**src/hdl/wwpjw_pkg.sv**
```systemverilog
`default_nettype none

package wwpjw_pkg;

   // field widths fixed by the interface
   localparam int unsigned WORD_W   = 32;
   localparam int unsigned LENGTH_W = 16;
   localparam int unsigned BUCKET_W = 12;
   localparam int unsigned TAG_W    = 13;

   // pjw fold constants
   localparam logic [WORD_W-1:0] TOP_KEEP   = 32'h00ff_ffff;
   localparam int unsigned       STEP_SHIFT = 4;
   localparam int unsigned       TOP_SHIFT  = 20;
   localparam int unsigned       MIX_SHIFT  = 6;

   // number of bytes in a full word
   localparam int unsigned WORD_BYTES = 4;

   typedef struct packed {
      logic                start_req;
      logic [LENGTH_W-1:0] name_length;
      logic [WORD_W-1:0]   word;
   } item_type;

   typedef struct packed {
      logic                emit;
      logic [BUCKET_W-1:0] bucket;
      logic [TAG_W-1:0]    tag;
   } result_type;

   // one pjw update: shift, add, fold the top byte back in
   function automatic logic [WORD_W-1:0] pjw_step(input logic [WORD_W-1:0] h,
                                                  input logic [WORD_W-1:0] x);
      logic [WORD_W-1:0] s;
      logic [WORD_W-1:0] g;
      s = (h << STEP_SHIFT) + x;
      g = s & ~TOP_KEEP;
      s = s ^ g;
      s = s ^ (g >> TOP_SHIFT);
      return s;
   endfunction

   // fold to 12 bits then mix; the top byte is already clear after pjw_step
   function automatic logic [BUCKET_W-1:0] bucket_mix(input logic [WORD_W-1:0] h);
      logic [BUCKET_W-1:0] f;
      f = h[BUCKET_W-1:0] ^ h[2*BUCKET_W-1:BUCKET_W];
      return f ^ (f >> MIX_SHIFT);
   endfunction

   // keep the valid low bytes of the last word
   function automatic logic [WORD_W-1:0] byte_mask(input logic [2:0] n);
      logic [WORD_W-1:0] m;
      case (n)
         3'd0:    m = 32'h0000_0000;
         3'd1:    m = 32'h0000_00ff;
         3'd2:    m = 32'h0000_ffff;
         3'd3:    m = 32'h00ff_ffff;
         default: m = 32'hffff_ffff;
      endcase
      return m;
   endfunction

endpackage

`default_nettype wire

```
**src/hdl/wwpjw_inreg.sv**
```systemverilog
`default_nettype none

module wwpjw_inreg
   import wwpjw_pkg::*;
(
   input  wire logic     clock,
   input  wire logic     reset,
   input  wire logic     req_valid,
   output logic          req_stall,
   input  wire item_type req_item,
   input  wire logic     take,
   output logic          item_valid,
   output item_type      item
);

   logic     valid_ff;
   logic     valid_in;
   item_type item_ff;
   logic     load;

   // register is free when empty or its item moves on this cycle
   assign req_stall = valid_ff && !take;
   assign load      = req_valid && !req_stall;

   always_comb begin
      valid_in = valid_ff;
      if (load) begin
         valid_in = 1'b1;
      end else if (take) begin
         valid_in = 1'b0;
      end
   end

   always_ff @(posedge clock) begin
      if (reset) begin
         valid_ff <= 1'b0;
      end else begin
         valid_ff <= valid_in;
      end
   end

   // payload, no reset needed
   always_ff @(posedge clock) begin
      if (load) begin
         item_ff <= req_item;
      end
   end

   assign item_valid = valid_ff;
   assign item       = item_ff;

endmodule

`default_nettype wire

```
**src/hdl/wwpjw_hash.sv**
```systemverilog
`default_nettype none

module wwpjw_hash
   import wwpjw_pkg::*;
#(
   parameter int unsigned LENGTH_BITS = 16
)
(
   input  wire logic     clock,
   input  wire logic     reset,
   input  wire logic     item_valid,
   input  wire item_type item,
   input  wire logic     out_free,
   output logic          take,
   output result_type    result
);

   // the length port is 16 bits, so never keep more than that
   localparam int unsigned LEN_W = (LENGTH_BITS < LENGTH_W) ? LENGTH_BITS : LENGTH_W;

   logic [WORD_W-1:0] hash_ff, hash_in;
   logic [WORD_W-1:0] xor_ff, xor_in;
   logic [LEN_W-1:0]  left_ff, left_in;
   logic [7:0]        low_ff, low_in;

   logic [LEN_W-1:0]  len;
   logic [WORD_W-1:0] seed_hash;
   logic [WORD_W-1:0] seed_xor;
   logic [LEN_W-1:0]  seed_left;
   logic [7:0]        seed_low;
   logic              active;
   logic              full_word;
   logic              emit;
   logic [WORD_W-1:0] xor_next;
   logic [WORD_W-1:0] pjw_next;
   logic [BUCKET_W-1:0] bucket;

   // seed from the length on a start transfer
   assign len       = item.name_length[LEN_W-1:0];
   assign seed_hash = item.start_req ? WORD_W'(len) : hash_ff;
   assign seed_xor  = item.start_req ? WORD_W'(len) : xor_ff;
   assign seed_left = item.start_req ? len : left_ff;
   assign seed_low  = item.start_req ? len[7:0] : low_ff;

   // words with no name in progress are dropped
   assign active    = item.start_req || (left_ff != '0);
   assign full_word = seed_left > LEN_W'(WORD_BYTES);
   assign emit      = active && !full_word;

   // word update and final bucket
   assign xor_next = seed_xor ^ (full_word ? item.word
                                           : (item.word & byte_mask(seed_left[2:0])));
   assign pjw_next = pjw_step(seed_hash, xor_next);
   assign bucket   = bucket_mix(pjw_next);

   // a finishing item waits for room in the result register
   assign take = item_valid && (!emit || out_free);

   always_comb begin
      hash_in = hash_ff;
      xor_in  = xor_ff;
      left_in = left_ff;
      low_in  = low_ff;
      if (take && active) begin
         xor_in = xor_next;
         low_in = seed_low;
         if (full_word) begin
            hash_in = pjw_next;
            left_in = seed_left - LEN_W'(WORD_BYTES);
         end else begin
            hash_in = WORD_W'(bucket);
            left_in = '0;
         end
      end
   end

   always_ff @(posedge clock) begin
      if (reset) begin
         hash_ff <= '0;
         xor_ff  <= '0;
         left_ff <= '0;
         low_ff  <= '0;
      end else begin
         hash_ff <= hash_in;
         xor_ff  <= xor_in;
         left_ff <= left_in;
         low_ff  <= low_in;
      end
   end

   assign result.emit   = take && emit;
   assign result.bucket = bucket;
   assign result.tag    = TAG_W'(bucket) + TAG_W'(seed_low);

endmodule

`default_nettype wire

```
**src/hdl/wwpjw_outreg.sv**
```systemverilog
`default_nettype none

module wwpjw_outreg
   import wwpjw_pkg::*;
(
   input  wire logic       clock,
   input  wire logic       reset,
   input  wire result_type result,
   output logic            out_free,
   output logic            rsp_valid,
   input  wire logic       rsp_stall,
   output logic [BUCKET_W-1:0] rsp_bucket,
   output logic [TAG_W-1:0]    rsp_tag
);

   logic                valid_ff;
   logic                valid_in;
   logic [BUCKET_W-1:0] bucket_ff;
   logic [TAG_W-1:0]    tag_ff;

   // room when empty or the waiting result leaves this cycle
   assign out_free = !valid_ff || !rsp_stall;

   always_comb begin
      valid_in = valid_ff;
      if (result.emit) begin
         valid_in = 1'b1;
      end else if (!rsp_stall) begin
         valid_in = 1'b0;
      end
   end

   always_ff @(posedge clock) begin
      if (reset) begin
         valid_ff <= 1'b0;
      end else begin
         valid_ff <= valid_in;
      end
   end

   always_ff @(posedge clock) begin
      if (result.emit) begin
         bucket_ff <= result.bucket;
         tag_ff    <= result.tag;
      end
   end

   assign rsp_valid  = valid_ff;
   assign rsp_bucket = bucket_ff;
   assign rsp_tag    = tag_ff;

endmodule

`default_nettype wire

```
**src/hdl/wordwise_pjw_name_hash.sv**
```systemverilog
// channel | direction | handshake            | payload
// req     | in        | req_valid, req_stall | req_start_req, req_name_length, req_word
// rsp     | out       | rsp_valid, rsp_stall | rsp_bucket, rsp_tag
//
// one word per cycle, except while a finished result waits under rsp_stall; the hash
// state and the result register both load when the input register's word is taken,
// so a bucket appears in the cycle after the last word of a name is taken
// the combinational pjw update on the running hash sets the rate
// reset clears the running state and both valid flags
// a waiting result under rsp_stall holds back only the word that ends a name;
// other words keep flowing
`default_nettype none

module wordwise_pjw_name_hash
   import wwpjw_pkg::*;
#(
   parameter int unsigned LENGTH_BITS = 16
)
(
   input  wire logic                clock,
   input  wire logic                reset,
   input  wire logic                req_valid,
   output logic                     req_stall,
   input  wire logic                req_start_req,
   input  wire logic [LENGTH_W-1:0] req_name_length,
   input  wire logic [WORD_W-1:0]   req_word,
   output logic                     rsp_valid,
   input  wire logic                rsp_stall,
   output logic [BUCKET_W-1:0]      rsp_bucket,
   output logic [TAG_W-1:0]         rsp_tag
);

   item_type   req_item;
   item_type   item;
   logic       item_valid;
   logic       take;
   logic       out_free;
   result_type result;

   assign req_item.start_req   = req_start_req;
   assign req_item.name_length = req_name_length;
   assign req_item.word        = req_word;

   // input register
   wwpjw_inreg u_inreg (
      .clock      (clock),
      .reset      (reset),
      .req_valid  (req_valid),
      .req_stall  (req_stall),
      .req_item   (req_item),
      .take       (take),
      .item_valid (item_valid),
      .item       (item)
   );

   // running hash and final mix
   wwpjw_hash #(
      .LENGTH_BITS (LENGTH_BITS)
   ) u_hash (
      .clock      (clock),
      .reset      (reset),
      .item_valid (item_valid),
      .item       (item),
      .out_free   (out_free),
      .take       (take),
      .result     (result)
   );

   // result register
   wwpjw_outreg u_outreg (
      .clock      (clock),
      .reset      (reset),
      .result     (result),
      .out_free   (out_free),
      .rsp_valid  (rsp_valid),
      .rsp_stall  (rsp_stall),
      .rsp_bucket (rsp_bucket),
      .rsp_tag    (rsp_tag)
   );

   // a finished bucket is never written over a result still waiting
   a_no_overwrite: assert property (@(posedge clock) disable iff (reset)
      result.emit |-> out_free)
      else $error("result written while result register blocked");

   // input only stalls while its register holds a word
   a_stall_full: assert property (@(posedge clock) disable iff (reset)
      req_stall |-> item_valid)
      else $error("input stalled with empty register");

   // nothing comes out straight after reset
   a_reset_quiet: assert property (@(posedge clock)
      reset |=> !rsp_valid)
      else $error("result valid after reset");

   // tag is bucket plus a byte, so never below the bucket
   a_tag_range: assert property (@(posedge clock) disable iff (reset)
      rsp_valid |-> (rsp_tag >= TAG_W'(rsp_bucket)))
      else $error("tag below bucket");

endmodule

`default_nettype wire
```
**config.mk**
```make
export PLATFORM = sky130hd
export DESIGN_NAME = wordwise_pjw_name_hash
export DESIGN_NICKNAME = d
export VERILOG_FILES = /design/src/hdl/wwpjw_pkg.sv /design/src/hdl/wwpjw_inreg.sv /design/src/hdl/wwpjw_hash.sv /design/src/hdl/wwpjw_outreg.sv /design/src/hdl/wordwise_pjw_name_hash.sv
export SDC_FILE = /design/constraint.sdc
export NUM_CORES = 1
export LEC_CHECK = 0
export BUFFER_PORTS_ARGS = -buffer_cell sky130_fd_sc_hd__buf_2
export CORE_MARGIN = 2
export CORE_UTILIZATION = 50
export CTS_BUF_LIST = sky130_fd_sc_hd__clkbuf_2 sky130_fd_sc_hd__clkbuf_4 sky130_fd_sc_hd__clkbuf_8
export DETAILED_ROUTE_END_ITERATION = 10
export PLACE_DENSITY = 0.69
export SLEW_MARGIN = 25
export SYNTH_ARGS = -nofsm -noshare
export SYNTH_HDL_FRONTEND = slang
export SYNTH_SLANG_ARGS = --single-unit
```
**constraint.sdc**
```tcl
create_clock -name clock -period 21 [get_ports clock]
set_input_delay 2.1 -clock clock [delete_from_list [all_inputs] [get_ports clock]]
set_output_delay 2.1 -clock clock [all_outputs]
set_load 0.01 [all_outputs]
```
==> results.toml <==
[floorplanning]
ios = 80
fp.coreArea_um2 = 18100
initial_core_util_pct = 51.3
die_y_um = 140
dieArea_um2 = 19600
rows = 49
die_w_um = 140

[setup_path]
critPathRequiredTime_ps = 21220
worstPathArrival_ps = 9700
slowest_stage = "a2111oi_0"
criticalPathCategory = "register to register"
critPathMaxFanout = 45
cp-end-kind = "register"
cpPeakStageDelay_ps = 590
crit_path_start_kind = "register"

[global_route]
grt.total_usage_pct = 24.2
grt_max_degree = 85
overflow = 0
grt_pass1_vias = 7211
antenna_found_initial = 0
grt_pass1_wl_um = 37500

[timing]
tns_ps = 0
setup_viol = 0
hold_slack_ps = 456
hold_viol_final = 0
rsz0062_at_grt = "no"
fmax_mhz = 106
fin_crit_sh_pct = 45.1
relSlewSlack_pct = 36.3
setup_ws_ps = 11520
final.setup_skew_ps = 12.1
drv_slew = 0
max_slew.worst_pin.slew_ps = 956
fin_crit_ps = 9480

[synth]
synth-edff-count = 74
async_flop_share_pct = 0
ys_ff_latch = 156
synth_most_common_cell = "nand2_1"
synth_area_um2 = 9270
yosysUniqueCellTypes = 71
avgSynthCellArea_um2 = 8.97
yosysWarnings = 0
synth_top_area_share_pct = 24.0
ys_top_cells_by_count = "135 x nand2_1, 101 x nor2_1, 82 x dfxtp_1"
yosysSeqAreaShare_pct = 41.7
syn-num-nets = 1125
yosys.area.top_type = "edfxtp_1"
synth_area_leaders = "edfxtp_1 24%, dfxtp_1 18%, xnor2_1 5.7%, nand2_1 5.5%, ha_1 4.9%"
synthCells = 1034
synthFlopType = "dfxtp_1"

[clock_network]
cts_resized = 0
post_cts_buffers = 0
cts_hold_buf = 0
clk_pin_slew_worst_paths_ps = 90
clk_latency_ps = 480
cts.sinks = 156
cts_tree = "built"
cts_max_level = 4
cts_max_path_buffers = 2
numCtsBuffers = 17
clock-root-buffer = "clkbuf_8"

[worst_hold_path]
hold_path.class = "register to register"

[layout]
drive_gt1_share_pct = 12.5
finalInstanceArea_um2 = 10300
diodes = 0
syn_to_final_growth_pct = 11.0
finalNonFillerCells = 1336
final_nets = 1185

[place]
dp_hpwl_um = 16400
postPlaceCellArea_um2 = 9880
dp_slack_ps = 11680
routabilityCongestion = 0.943
dp_cells = 1304
portBuffers = 79

[route]
routed_wl_um = 23400
num_vias = 7762
drt_first_iter_violations = 795
avgRoutedWirePerCell_um = 17.5
drc = 5
via_per_inst = 5.81
first_pass_iters = 8
ant_nets = 0

[run_status]
violations = "DRC"
status = "finished with violations"

[pwr]
p_leak_nw = 4.13
ir_drop_mv = 0.0500
p_per_area_nw_per_um2 = 118

[flow_run]
cap_violations = 0
## registers in the layout, indices dropped and copies added (netlist names)
register / cells
u_outreg.rsp_tag: 13
u_inreg.item: 49
u_hash.xor_ff: 32
u_outreg.rsp_bucket: 12
u_hash.left_ff: 16
u_outreg.rsp_valid: 1
u_hash.hash_ff: 24
u_inreg.item_valid: 1
u_hash.low_ff: 8
## power by group
group | switching (W) | internal (W) | leakage [nW]
combinational | 0.000335 | 0.000243 | 2.54
sequential | 0.0000163 | 0.000380 | 1.38
clock | 0.000120 | 0.000123 | 0.215
## per-stage QoR
step / util, % / power (W)
finish: 56.9 / 0.00122
global route: 56.9 / 0.00129
CTS: 56.9 / 0.00122
detailed placement: 54.6 / 0.000974
global placement: 54.6 / 0.000962
floorplan: - / 0.000844
## logic make-up (layout without fill, tap and decap cells)
logic type	count (synthesis)	count (layout)	share of synthesized area, %
multiplexers	23	23	2.70
AO/OA/AOI/OAI	259	259	18.0
XOR/XNOR	107	107	11.0
buffers and inverters	89	162	3.62
flip-flops	156	156	41.7
AND/OR/NAND/NOR	362	362	17.7
adder cells (fa/ha/maj)	38	38	5.29
## worst max-delay path: cells and delay by family (launching register included)
kind / cells / cell delay, ps
AOI/OAI and AO/OA: 15 / 4040
xor gates and xnor gates: 5 / 1110
adders and majority gates: 5 / 1500
buffers and inverters: 5 / 870
DFF: 1 / 330
and+or+nand+nor: 7 / 1350
## final cells by class
class,count,area (um^2)
inverter,41,154
clock inverter,13,163
multi-input combinational,789,5100
sequential,156,3860
tap,229,287
timing repair buffer,89,470
fill,1609,7790
clock buffer,19,255
## cell usage in the layout (no fill, tap or decap), types with 8 or more instances in the layout
master	n
inv_1	41
buf_4	10
a21boi_0	13
nand2_1	135
mux2i_1	16
nor2_1	100
nor3_1	34
a21o_1	19
nor2b_1	24
edfxtp_1	74
ha_1	36
a211oi_1	11
a22oi_1	24
xor2_1	40
clkbuf_8	18
nand3_1	14
or3_1	9
o21ai_0	70
buf_2	79
dfxtp_1	82
xnor2_1	60
and2_1	8
a21oi_1	65
## metal layers
| metal | share of wire, % | wire length, um | vias to the layer above | global-route usage, % |
|---|---|---|---|---|
| li1 | - | - | 3778 | - |
| met1 | 46 | 10700 | 3675 | 32.6 |
| met4 | 2.4 | 554 | 0 | 8.77 |
| met3 | 5.5 | 1290 | 47 | 4.21 |
| met2 | 46 | 10900 | 262 | 39.3 |
| met5 | 0 | 0 | - | 0 |
## worst paths after layout
check | from | endpoint | slack, ps | cells after the start
worst min-delay path | u_hash.xor_ff[9] | u_hash.xor_ff[9] | 460 | 2
worst min register to register | u_hash.xor_ff[9] | u_hash.xor_ff[9] | 460 | 2
worst max register to register | u_inreg.item[48] | u_outreg.rsp_tag[10] | 11520 | 37
worst max-delay path | u_inreg.item[48] | u_outreg.rsp_tag[10] | 11520 | 37
Note: power is estimated with default switching activity, not from simulation.
